**src/rtl/core/mlm_pkg.sv**
```systemverilog
// Shared types and constants for the mask leak monitor core.
// Depends on nothing; mlm_windows and the core top import it.
`default_nettype none

package mlm_pkg;

    // Short window holds 2**WIN_LOG2 samples, long window twice as many.
    localparam int WIN_LOG2   = 5;
    localparam int WINDOW_LEN = 1 << WIN_LOG2;

    localparam int SAMPLE_W = 16;
    localparam int SIDX_W   = WIN_LOG2;
    localparam int LIDX_W   = WIN_LOG2 + 1;
    localparam int SSUM_W   = SAMPLE_W + WIN_LOG2;
    localparam int LSUM_W   = SAMPLE_W + WIN_LOG2 + 1;

    localparam int CFG_IDX_W  = 2;
    localparam int CFG_DATA_W = 16;

    localparam logic signed [15:0] LEAK_HIGH_RST    = 16'sd5000;
    localparam logic signed [15:0] LEAK_LOW_RST     = 16'sd3000;
    localparam logic [15:0]        TARGET_PRESS_RST = 16'd1000;
    localparam logic [15:0]        START_PRESS_RST  = 16'd200;

    typedef enum logic [CFG_IDX_W-1:0] {
        CFG_LEAK_HIGH    = 2'd0,
        CFG_LEAK_LOW     = 2'd1,
        CFG_TARGET_PRESS = 2'd2,
        CFG_START_PRESS  = 2'd3
    } cfg_reg_t;

    typedef enum logic [1:0] {
        STAGE_STOP  = 2'd0,
        STAGE_START = 2'd1,
        STAGE_RUN   = 2'd2
    } stage_t;

    // Sequencer to window unit
    typedef struct packed {
        logic clear;
        logic run;
    } win_ctl_t;

    // Window unit to sequencer
    typedef struct packed {
        logic               priming;
        logic signed [15:0] leak_cur;
        logic signed [15:0] mean_next;
        logic signed [15:0] leak_next;
    } win_stat_t;

endpackage

`default_nettype wire

```
**src/rtl/core/mlm_ram.sv**
```systemverilog
// Generic single-write, single-read RAM with registered read data.
// Depends on nothing; used for both sample rings of the core.
`default_nettype none

module mlm_ram #(
    parameter int WIDTH = 16,
    parameter int DEPTH = 32
) (
    input  wire logic                     clk,
    input  wire logic                     wr_en,
    input  wire logic [$clog2(DEPTH)-1:0] wr_addr,
    input  wire logic [WIDTH-1:0]         wr_data,
    input  wire logic [$clog2(DEPTH)-1:0] rd_addr,
    output logic      [WIDTH-1:0]         rd_data
);

    logic [WIDTH-1:0] mem [DEPTH];

    always_ff @(posedge clk)
    begin
        if (wr_en)
        begin
            mem[wr_addr] <= wr_data;
        end
        rd_data <= mem[rd_addr];
    end

endmodule

`default_nettype wire

```
**src/rtl/core/mlm_windows.sv**
```systemverilog
// Short and long sliding windows: rings, running sums, indices and means.
// Depends on mlm_pkg and mlm_ram.
`default_nettype none

module mlm_windows (
    input  wire logic                        clk,
    input  wire logic                        rst_n,
    input  wire mlm_pkg::win_ctl_t           ctl,
    input  wire logic signed [15:0]          sample,
    output mlm_pkg::win_stat_t               stat
);
    import mlm_pkg::*;

    logic [SIDX_W-1:0]        s_idx_reg, s_idx_next;
    logic [LIDX_W-1:0]        l_idx_reg, l_idx_next;
    logic signed [SSUM_W-1:0] s_sum_reg, s_sum_next, s_sum_slide, s_bias;
    logic signed [LSUM_W-1:0] l_sum_reg, l_sum_next, l_bias;
    logic                     priming_reg, priming_next;
    logic                     full_reg, full_next;
    logic signed [15:0]       mean_reg, mean_next;
    logic signed [15:0]       leak_reg, leak_next;
    logic [SAMPLE_W-1:0]      s_old_raw, l_old_raw;
    logic signed [SSUM_W-1:0] x_s, s_old;
    logic signed [LSUM_W-1:0] x_l, l_old;
    logic signed [SSUM_W-1:0] s_quot;
    logic signed [LSUM_W-1:0] l_quot;

    // Read address runs one item ahead: the ring entry at the index left by
    // this item is in rd_data when the next item arrives.
    mlm_ram #(.WIDTH(SAMPLE_W), .DEPTH(WINDOW_LEN)) u_short_ring (
        .clk     (clk),
        .wr_en   (ctl.run),
        .wr_addr (s_idx_reg),
        .wr_data (sample),
        .rd_addr (s_idx_next),
        .rd_data (s_old_raw)
    );

    mlm_ram #(.WIDTH(SAMPLE_W), .DEPTH(2 * WINDOW_LEN)) u_long_ring (
        .clk     (clk),
        .wr_en   (ctl.run),
        .wr_addr (l_idx_reg),
        .wr_data (sample),
        .rd_addr (l_idx_next),
        .rd_data (l_old_raw)
    );

    assign x_s   = {{(SSUM_W-SAMPLE_W){sample[SAMPLE_W-1]}}, sample};
    assign x_l   = {{(LSUM_W-SAMPLE_W){sample[SAMPLE_W-1]}}, sample};
    assign s_old = {{(SSUM_W-SAMPLE_W){s_old_raw[SAMPLE_W-1]}}, s_old_raw};
    assign l_old = {{(LSUM_W-SAMPLE_W){l_old_raw[SAMPLE_W-1]}}, l_old_raw};

    // Sum after the slide; the result always fits, so modular math is exact.
    assign s_sum_slide = s_sum_reg - s_old + x_s;

    // Truncating division by a power of two: bias negative sums first.
    assign s_bias = s_sum_slide
        + (s_sum_slide[SSUM_W-1] ? SSUM_W'(WINDOW_LEN - 1) : SSUM_W'(0));
    assign s_quot = s_bias >>> WIN_LOG2;
    assign l_bias = l_sum_reg
        + (l_sum_reg[LSUM_W-1] ? LSUM_W'(2 * WINDOW_LEN - 1) : LSUM_W'(0));
    assign l_quot = l_bias >>> (WIN_LOG2 + 1);

    always_comb
    begin
        s_idx_next   = s_idx_reg;
        l_idx_next   = l_idx_reg;
        s_sum_next   = s_sum_reg;
        l_sum_next   = l_sum_reg;
        priming_next = priming_reg;
        full_next    = full_reg;
        mean_next    = mean_reg;
        leak_next    = leak_reg;
        if (ctl.clear)
        begin
            s_idx_next   = '0;
            l_idx_next   = '0;
            s_sum_next   = '0;
            l_sum_next   = '0;
            priming_next = 1'b1;
            full_next    = 1'b0;
            mean_next    = '0;
            leak_next    = '0;
        end
        else if (ctl.run)
        begin
            s_idx_next = s_idx_reg + 1'b1;
            l_idx_next = l_idx_reg + 1'b1;
            if (priming_reg)
            begin
                s_sum_next = s_sum_reg + x_s;
                if (s_idx_reg == {SIDX_W{1'b1}})
                begin
                    priming_next = 1'b0;
                end
            end
            else
            begin
                s_sum_next = s_sum_slide;
                mean_next  = s_quot[15:0];
            end
            if (!full_reg)
            begin
                l_sum_next = l_sum_reg + x_l;
                if (l_idx_reg == {LIDX_W{1'b1}})
                begin
                    full_next = 1'b1;
                end
            end
            else
            begin
                leak_next  = l_quot[15:0];
                l_sum_next = l_sum_reg - l_old + x_l;
            end
        end
    end

    always_ff @(posedge clk or negedge rst_n)
    begin
        if (!rst_n)
        begin
            s_idx_reg   <= '0;
            l_idx_reg   <= '0;
            s_sum_reg   <= '0;
            l_sum_reg   <= '0;
            priming_reg <= 1'b1;
            full_reg    <= 1'b0;
            mean_reg    <= '0;
            leak_reg    <= '0;
        end
        else
        begin
            s_idx_reg   <= s_idx_next;
            l_idx_reg   <= l_idx_next;
            s_sum_reg   <= s_sum_next;
            l_sum_reg   <= l_sum_next;
            priming_reg <= priming_next;
            full_reg    <= full_next;
            mean_reg    <= mean_next;
            leak_reg    <= leak_next;
        end
    end

    assign stat.priming   = priming_reg;
    assign stat.leak_cur  = leak_reg;
    assign stat.mean_next = mean_next;
    assign stat.leak_next = leak_next;

endmodule

`default_nettype wire

```
**src/rtl/core/mask_leak_monitor_core.sv**
```systemverilog
// Mask leak monitor: test sequencer, setpoint ramp, leak hysteresis flag.
// Items pass the input register, then the result register, which holds while
// out_ready is low. Throughput: one item per cycle when not stalled, set by the
// single ring read and write per sample in each window. Reset (rst_n, async,
// low): stage stopped, sums and means zero, priming set, registers at defaults.
// Depends on mlm_pkg and mlm_windows (which uses mlm_ram).
`default_nettype none

module mask_leak_monitor_core (
    input  wire logic                             clk,
    input  wire logic                             rst_n,
    // input item channel
    input  wire logic                             in_valid,
    output logic                                  in_ready,
    input  wire logic signed [15:0]               flow_sample,
    input  wire logic                             start_request,
    input  wire logic                             pid_on,
    // result item channel
    output logic                                  out_valid,
    input  wire logic                             out_ready,
    output logic [1:0]                            test_stage,
    output logic                                  test_active,
    output logic [15:0]                           pressure_setpoint,
    output logic signed [15:0]                    flow_avg,
    output logic signed [15:0]                    leak_mean,
    output logic                                  adjust_mask,
    // configuration write channel
    input  wire logic                             cfg_valid,
    output logic                                  cfg_ready,
    input  wire logic [mlm_pkg::CFG_IDX_W-1:0]    cfg_index,
    input  wire logic [mlm_pkg::CFG_DATA_W-1:0]   cfg_data
);
    import mlm_pkg::*;

    // Configuration registers
    logic signed [15:0] leak_high_reg, leak_low_reg;
    logic [15:0]        target_reg, start_press_reg;

    // Input register
    logic               s1_valid_reg;
    logic signed [15:0] s1_sample_reg;
    logic               s1_req_reg, s1_pid_reg;

    // Sequencer state
    stage_t             stage_reg, stage_next, stage_mid;
    logic [15:0]        setpoint_reg, setpoint_next;
    logic               flag_reg, flag_next;

    // Result register
    logic               out_valid_reg;
    stage_t             out_stage_reg;
    logic               out_active_reg;
    logic [15:0]        out_setpoint_reg;
    logic signed [15:0] out_mean_reg, out_leak_reg;
    logic               out_flag_reg;

    logic               fire;
    win_ctl_t           win_ctl;
    win_stat_t          win_stat;

    // Process the held item when the result register is free or draining.
    assign fire     = s1_valid_reg && (!out_valid_reg || out_ready);
    assign in_ready = !s1_valid_reg || fire;

    // Configuration is always taken; unknown indices simply fall through.
    assign cfg_ready = 1'b1;

    always_ff @(posedge clk or negedge rst_n)
    begin
        if (!rst_n)
        begin
            leak_high_reg   <= LEAK_HIGH_RST;
            leak_low_reg    <= LEAK_LOW_RST;
            target_reg      <= TARGET_PRESS_RST;
            start_press_reg <= START_PRESS_RST;
        end
        else if (cfg_valid)
        begin
            unique case (cfg_reg_t'(cfg_index))
                CFG_LEAK_HIGH:    leak_high_reg   <= cfg_data;
                CFG_LEAK_LOW:     leak_low_reg    <= cfg_data;
                CFG_TARGET_PRESS: target_reg      <= cfg_data;
                CFG_START_PRESS:  start_press_reg <= cfg_data;
                default:          ;
            endcase
        end
    end

    // Input register: hold the item until the sequencer consumes it.
    always_ff @(posedge clk or negedge rst_n)
    begin
        if (!rst_n)
        begin
            s1_valid_reg <= 1'b0;
        end
        else if (in_ready)
        begin
            s1_valid_reg <= in_valid;
        end
    end

    always_ff @(posedge clk)
    begin
        if (in_valid && in_ready)
        begin
            s1_sample_reg <= flow_sample;
            s1_req_reg    <= start_request;
            s1_pid_reg    <= pid_on;
        end
    end

    // Sequencer: stage change from the request bit first, then the action
    // of the stage it lands in.
    always_comb
    begin
        stage_mid = stage_reg;
        priority if (stage_reg == STAGE_STOP && s1_req_reg)
        begin
            stage_mid = STAGE_START;
        end
        else if (stage_reg != STAGE_STOP && !s1_req_reg)
        begin
            stage_mid = STAGE_STOP;
        end
        else
        begin
            stage_mid = stage_reg;
        end

        stage_next    = stage_reg;
        setpoint_next = setpoint_reg;
        flag_next     = flag_reg;
        win_ctl.clear = 1'b0;
        win_ctl.run   = 1'b0;

        if (fire)
        begin
            stage_next = stage_mid;
            unique case (stage_mid)
                STAGE_STOP:
                begin
                    win_ctl.clear = 1'b1;
                    setpoint_next = '0;
                    flag_next     = 1'b0;
                end
                STAGE_START:
                begin
                    setpoint_next = start_press_reg;
                    if (s1_pid_reg)
                    begin
                        stage_next = STAGE_RUN;
                    end
                end
                STAGE_RUN:
                begin
                    if (!win_stat.priming)
                    begin
                        // Ramp by one, or snap to the ceiling.
                        if (setpoint_reg >= target_reg)
                        begin
                            setpoint_next = target_reg;
                        end
                        else
                        begin
                            setpoint_next = setpoint_reg + 16'd1;
                        end
                        // Hysteresis on the leak mean left by the last item;
                        // the set test wins even with crossed thresholds.
                        priority if (win_stat.leak_cur > leak_high_reg && !flag_reg)
                        begin
                            flag_next = 1'b1;
                        end
                        else if (win_stat.leak_cur < leak_low_reg && flag_reg)
                        begin
                            flag_next = 1'b0;
                        end
                        else
                        begin
                            flag_next = flag_reg;
                        end
                    end
                end
                default:
                begin
                    stage_next    = STAGE_STOP;
                    win_ctl.clear = 1'b1;
                    setpoint_next = '0;
                    flag_next     = 1'b0;
                end
            endcase
            win_ctl.run = (stage_next == STAGE_RUN);
        end
    end

    always_ff @(posedge clk or negedge rst_n)
    begin
        if (!rst_n)
        begin
            stage_reg    <= STAGE_STOP;
            setpoint_reg <= '0;
            flag_reg     <= 1'b0;
        end
        else
        begin
            stage_reg    <= stage_next;
            setpoint_reg <= setpoint_next;
            flag_reg     <= flag_next;
        end
    end

    mlm_windows u_windows (
        .clk    (clk),
        .rst_n  (rst_n),
        .ctl    (win_ctl),
        .sample (s1_sample_reg),
        .stat   (win_stat)
    );

    // Result register: advance on fire, drop valid once taken.
    always_ff @(posedge clk or negedge rst_n)
    begin
        if (!rst_n)
        begin
            out_valid_reg <= 1'b0;
        end
        else if (fire)
        begin
            out_valid_reg <= 1'b1;
        end
        else if (out_ready)
        begin
            out_valid_reg <= 1'b0;
        end
    end

    always_ff @(posedge clk)
    begin
        if (fire)
        begin
            out_stage_reg    <= stage_next;
            out_active_reg   <= (stage_next != STAGE_STOP);
            out_setpoint_reg <= setpoint_next;
            out_mean_reg     <= win_stat.mean_next;
            out_leak_reg     <= win_stat.leak_next;
            out_flag_reg     <= flag_next;
        end
    end

    assign out_valid         = out_valid_reg;
    assign test_stage        = out_stage_reg;
    assign test_active       = out_active_reg;
    assign pressure_setpoint = out_setpoint_reg;
    assign flow_avg          = out_mean_reg;
    assign leak_mean         = out_leak_reg;
    assign adjust_mask       = out_flag_reg;

    // A stopped test leaves no setpoint and no flag behind.
    a_stop_clears: assert property (@(posedge clk) disable iff (!rst_n)
        stage_reg == STAGE_STOP |-> setpoint_reg == 16'd0 && !flag_reg)
        else $error("setpoint or flag left set while stopped");

    // The stage only moves when an item is processed.
    a_stage_on_fire: assert property (@(posedge clk) disable iff (!rst_n)
        !fire |=> $stable(stage_reg))
        else $error("stage changed without an item");

    // A delivered result reports activity consistent with its stage.
    a_active_match: assert property (@(posedge clk) disable iff (!rst_n)
        out_valid_reg |-> out_active_reg == (out_stage_reg != STAGE_STOP))
        else $error("test_active disagrees with test_stage");

    // An item held in the input register is processed once the result
    // register has room.
    a_no_stall: assert property (@(posedge clk) disable iff (!rst_n)
        s1_valid_reg && !out_valid_reg |=> out_valid_reg)
        else $error("held item not processed into free result register");

endmodule

`default_nettype wire

```
**config.mk**
```make
export PLATFORM = sky130hd
export DESIGN_NAME = mask_leak_monitor_core
export DESIGN_NICKNAME = d
export VERILOG_FILES = /design/src/rtl/core/mlm_pkg.sv /design/src/rtl/core/mlm_ram.sv /design/src/rtl/core/mlm_windows.sv /design/src/rtl/core/mask_leak_monitor_core.sv
export SDC_FILE = /design/constraint.sdc
export NUM_CORES = 2
export LEC_CHECK = 0
export BUFFER_PORTS_ARGS = -buffer_cell sky130_fd_sc_hd__buf_2
export CORE_ASPECT_RATIO = 0.7
export CORE_MARGIN = 8
export CORE_UTILIZATION = 40
export DETAILED_ROUTE_END_ITERATION = 12
export PLACE_DENSITY_LB_ADDON = 0.3
export SLEW_MARGIN = 10
export SYNTH_ARGS = -nofsm -noshare
export SYNTH_HDL_FRONTEND = slang
export SYNTH_HIERARCHICAL = 1
export SYNTH_SLANG_ARGS = --single-unit
```
**constraint.sdc**
```tcl
create_clock -name clk -period 13.54 [get_ports clk]
set_input_delay 2.708 -clock clk [delete_from_list [all_inputs] [get_ports clk]]
set_output_delay 2.708 -clock clk [all_outputs]
set_load 0.02 [all_outputs]
```
==> reports/summary.txt <==
run status: finished, final reports clean
Seq/Total Area, Yosys: 68.1%
Syn Nets: 5,043
Primary FF master, synth: edfxtp_1
f_max: 0.139 GHz
total power: 0.0168 W
Worst path most repeated cell: buf_4
Gate power share: 31.8%
routed via count: 43.3k
GR Util All Layers: 18.1%
reg2reg end: u_windows/u_long_ring/rd_data[5]$_DFF_P_
hold path startpoint: start_press_reg[11]$_DFFE_PN0P_
largest net degree at the start of global routing: 123
worst vdd ir: 0.216 mV
Die Footprint: 0.210 mm²
Inst Count DP: 7,444
Endpoint, Worst Hold: start_press_reg[11]$_DFFE_PN0P_
Die W: 544 µm
CP Class: in -> reg
floorplan row count: 135
Pins Over Slew Limit: 0
arrival time worst endpoint: 7900 ps
CTS tree: done
H-tree levels: 4
Flop pwr share: 39.0%
Max-slew headroom: 7.93%
internal power: 0.0113 W
vias in the first global route: 42.3k
Async S/R FF share, synth: 9.55%
Hold Path Cell Cnt: 1
Crit-path slowest cell: buf_4
count leader, synth: edfxtp_1
final cell count without fillers: 7,770
IO buf count: 94
Starting Density: 40.3%
reg-to-reg setup timing slack: 6980 ps
Max Cap Viol: 0
Syn Area/Cell: 16.2 µm²
Wirelength per Cell: 25.2 µm
Tmin final: 7190 ps
FF-to-FF path depth: 15
Routed WL: 196,000 µm
post-synth top area share: 61.7%
Layout Skew: 62.9 ps
EDFF count, synth: 1,606
Req. time, crit path: 14,250 ps
max reg flops: 1,024
area grow syn2layout: 11.9%
CTS buffer count: 178
layout cells sized above 1: 17.5%
gpl congestion: 0.849
CP cell instances: buf_2 > nand2b_1 > nand2_1 > buf_4 > a21oi_4 > buf_4 > xnor2_1 > nor2_4 > buf_12 > buf_4 > mux4_2 > a22oi_1 > nand3_1 > and4_1
yosys warns: 6
Pwr Density: 192 mW/mm²
commonest cells in the netlist: edfxtp_1, mux2i_1, nor2_1
RSZ-0062 raised after global routing: false
CTS Sinks: 1,811
io pins: 96
Fin Setup TNS: 0 ps
Worst-Margin Slew: 1380 ps
Post-Syn Area: 0.0781 mm²
NetSw: 0.00553 W
pre-CTS setup slack: 5410 ps
Leakage: 29.5 nW
flops & latches, synth: 1,811
Synth Instances: 4,813
grt ovf: 0
RR Startpoint: stage_reg[1]$_DFF_PN0_
first-pass GRT wire length: 286,000 µm
clock-pin transition on the worst setup and hold timing paths: 70 ps
vias per std cell: 5.58
antenna viol nets, final: 0
first-pass detailed-route iteration total: 6
period utilization: 53.1%
worst-skew pair later-pin latency: 840 ps
endpoint type of the worst setup path: flip-flop
initial antenna violation count: 6
Hold WC Path Type: reg -> reg
Core Box Area: 0.194 mm²
DRC: 0
dominant cell type by area after synthesis: edfxtp_1
post-synthesis cell type count: 101
Max Fanout on Critical Path: 93
clk root buf: clkbuf_16
nets@finish: 5,251
CTS max path bufs: 4
Setup Viol. Count Final: 0
Detail Placement HPWL: 119,000 µm
Slowest Stage Delay on Critical Path: 880 ps
Die H: 386 µm
postcts setup bufs: 0
post-cts sizing count: 0
cts hold-fix bufs: 0
Iteration-0 DRC Markers: 4,254
CP startpoint kind: primary input
clock power share: 29.3%
synth top area cells: edfxtp_1, mux4_2, dfrtp_1
final worst setup slack: 6350 ps
endpoints failing hold: 0
Net Sw Frac: 32.9%
==> power by group through the flow <==
stage | logic [W] | registers [W] | clock network [W]
final | 0.00534 | 0.00655 | 0.00492
after global routing | 0.00586 | 0.00657 | 0.00523
after CTS | 0.00532 | 0.00654 | 0.00502
after detailed placement | 0.00529 | 0.00666 | 0
after global placement | 0.00523 | 0.00666 | 0
after floorplan | 0.00408 | 0.00658 | 0
==> worst max-delay path by stage <==
stage	from	endpoint	cells after the start
after global placement	out_ready	u_windows/u_long_ring/rd_data[2]$_DFF_P_	14
after CTS	out_ready	u_windows/u_long_ring/rd_data[2]$_DFF_P_	14
after global routing	out_ready	u_windows/u_long_ring/rd_data[12]$_DFF_P_	14
final	out_ready	u_windows/u_long_ring/rd_data[5]$_DFF_P_	14
after detailed placement	out_ready	u_windows/u_long_ring/rd_data[2]$_DFF_P_	14
after floorplan	out_ready	u_windows/u_long_ring/rd_data[12]$_DFF_P_	15
==> worst max-delay path: cells and delay by family <==
family                 cells  cell delay [ps]
XOR/XNOR                   1              210
buffers and inverters      5             2270
AND/OR/NAND/NOR            5             1630
AO/OA/AOI/OAI              2              340
multiplexers               1              600
==> final cells by class <==
cell class | count | area, µm²
clock buffer | 234 | 4860
clock inverter | 87 | 851
sequential | 1811 | 53200
antenna | 5 | 12.5
timing repair buffer | 261 | 1800
fill | 16842 | 106000
multi-input combinational | 2553 | 22600
inverter | 216 | 811
tap | 2603 | 3260
==> kinds of logic (layout without fill, tap and decap cells) <==
| logic type | after synthesis | after routing | synth area share, % |
|---|---|---|---|
| and+or+nand+nor | 855 | 855 | 5.40 |
| xor gates and xnor gates | 100 | 100 | 1.15 |
| buffers and inverters | 449 | 798 | 3.10 |
| AOI/OAI and AO/OA | 735 | 735 | 6.42 |
| other | 1 | 6 | 0.00480 |
| muxes | 673 | 673 | 12.4 |
| adders and majority gates | 189 | 189 | 3.44 |
| DFF | 1811 | 1811 | 68.1 |
==> routing by layer <==
layer | vias to the layer above | GRT usage (%) | routed length, µm
met5 | - | 0 | 0
met4 | 0 | 4.04 | 3840
met3 | 222 | 5.28 | 18400
met2 | 1593 | 26.4 | 84100
met1 | 22309 | 26.9 | 89200
li1 | 19203 | - | -
==> layout by cell type (no fill, tap or decap), types with 146 or more instances in the layout <==
master        n
nand2_1     202
edfxtp_1   1606
a21oi_1     167
ha_1        146
mux2i_1     370
clkbuf_16   181
nor2_1      241
buf_4       162
inv_1       215
dfrtp_1     151
mux4_2      220
==> per-stage QoR <==
stage | instance area (µm²) | hold slack, ps | utilization (%)
CTS | 87400 | 508 | 45.1
global placement | 81700 | 491 | 42.2
finish | 87400 | 505 | 45.1
floorplan | 78100 | 471 | -
global route | 87400 | 525 | 45.1
detailed placement | 81700 | 493 | 42.2
Note: power is estimated with default switching activity, not from simulation.
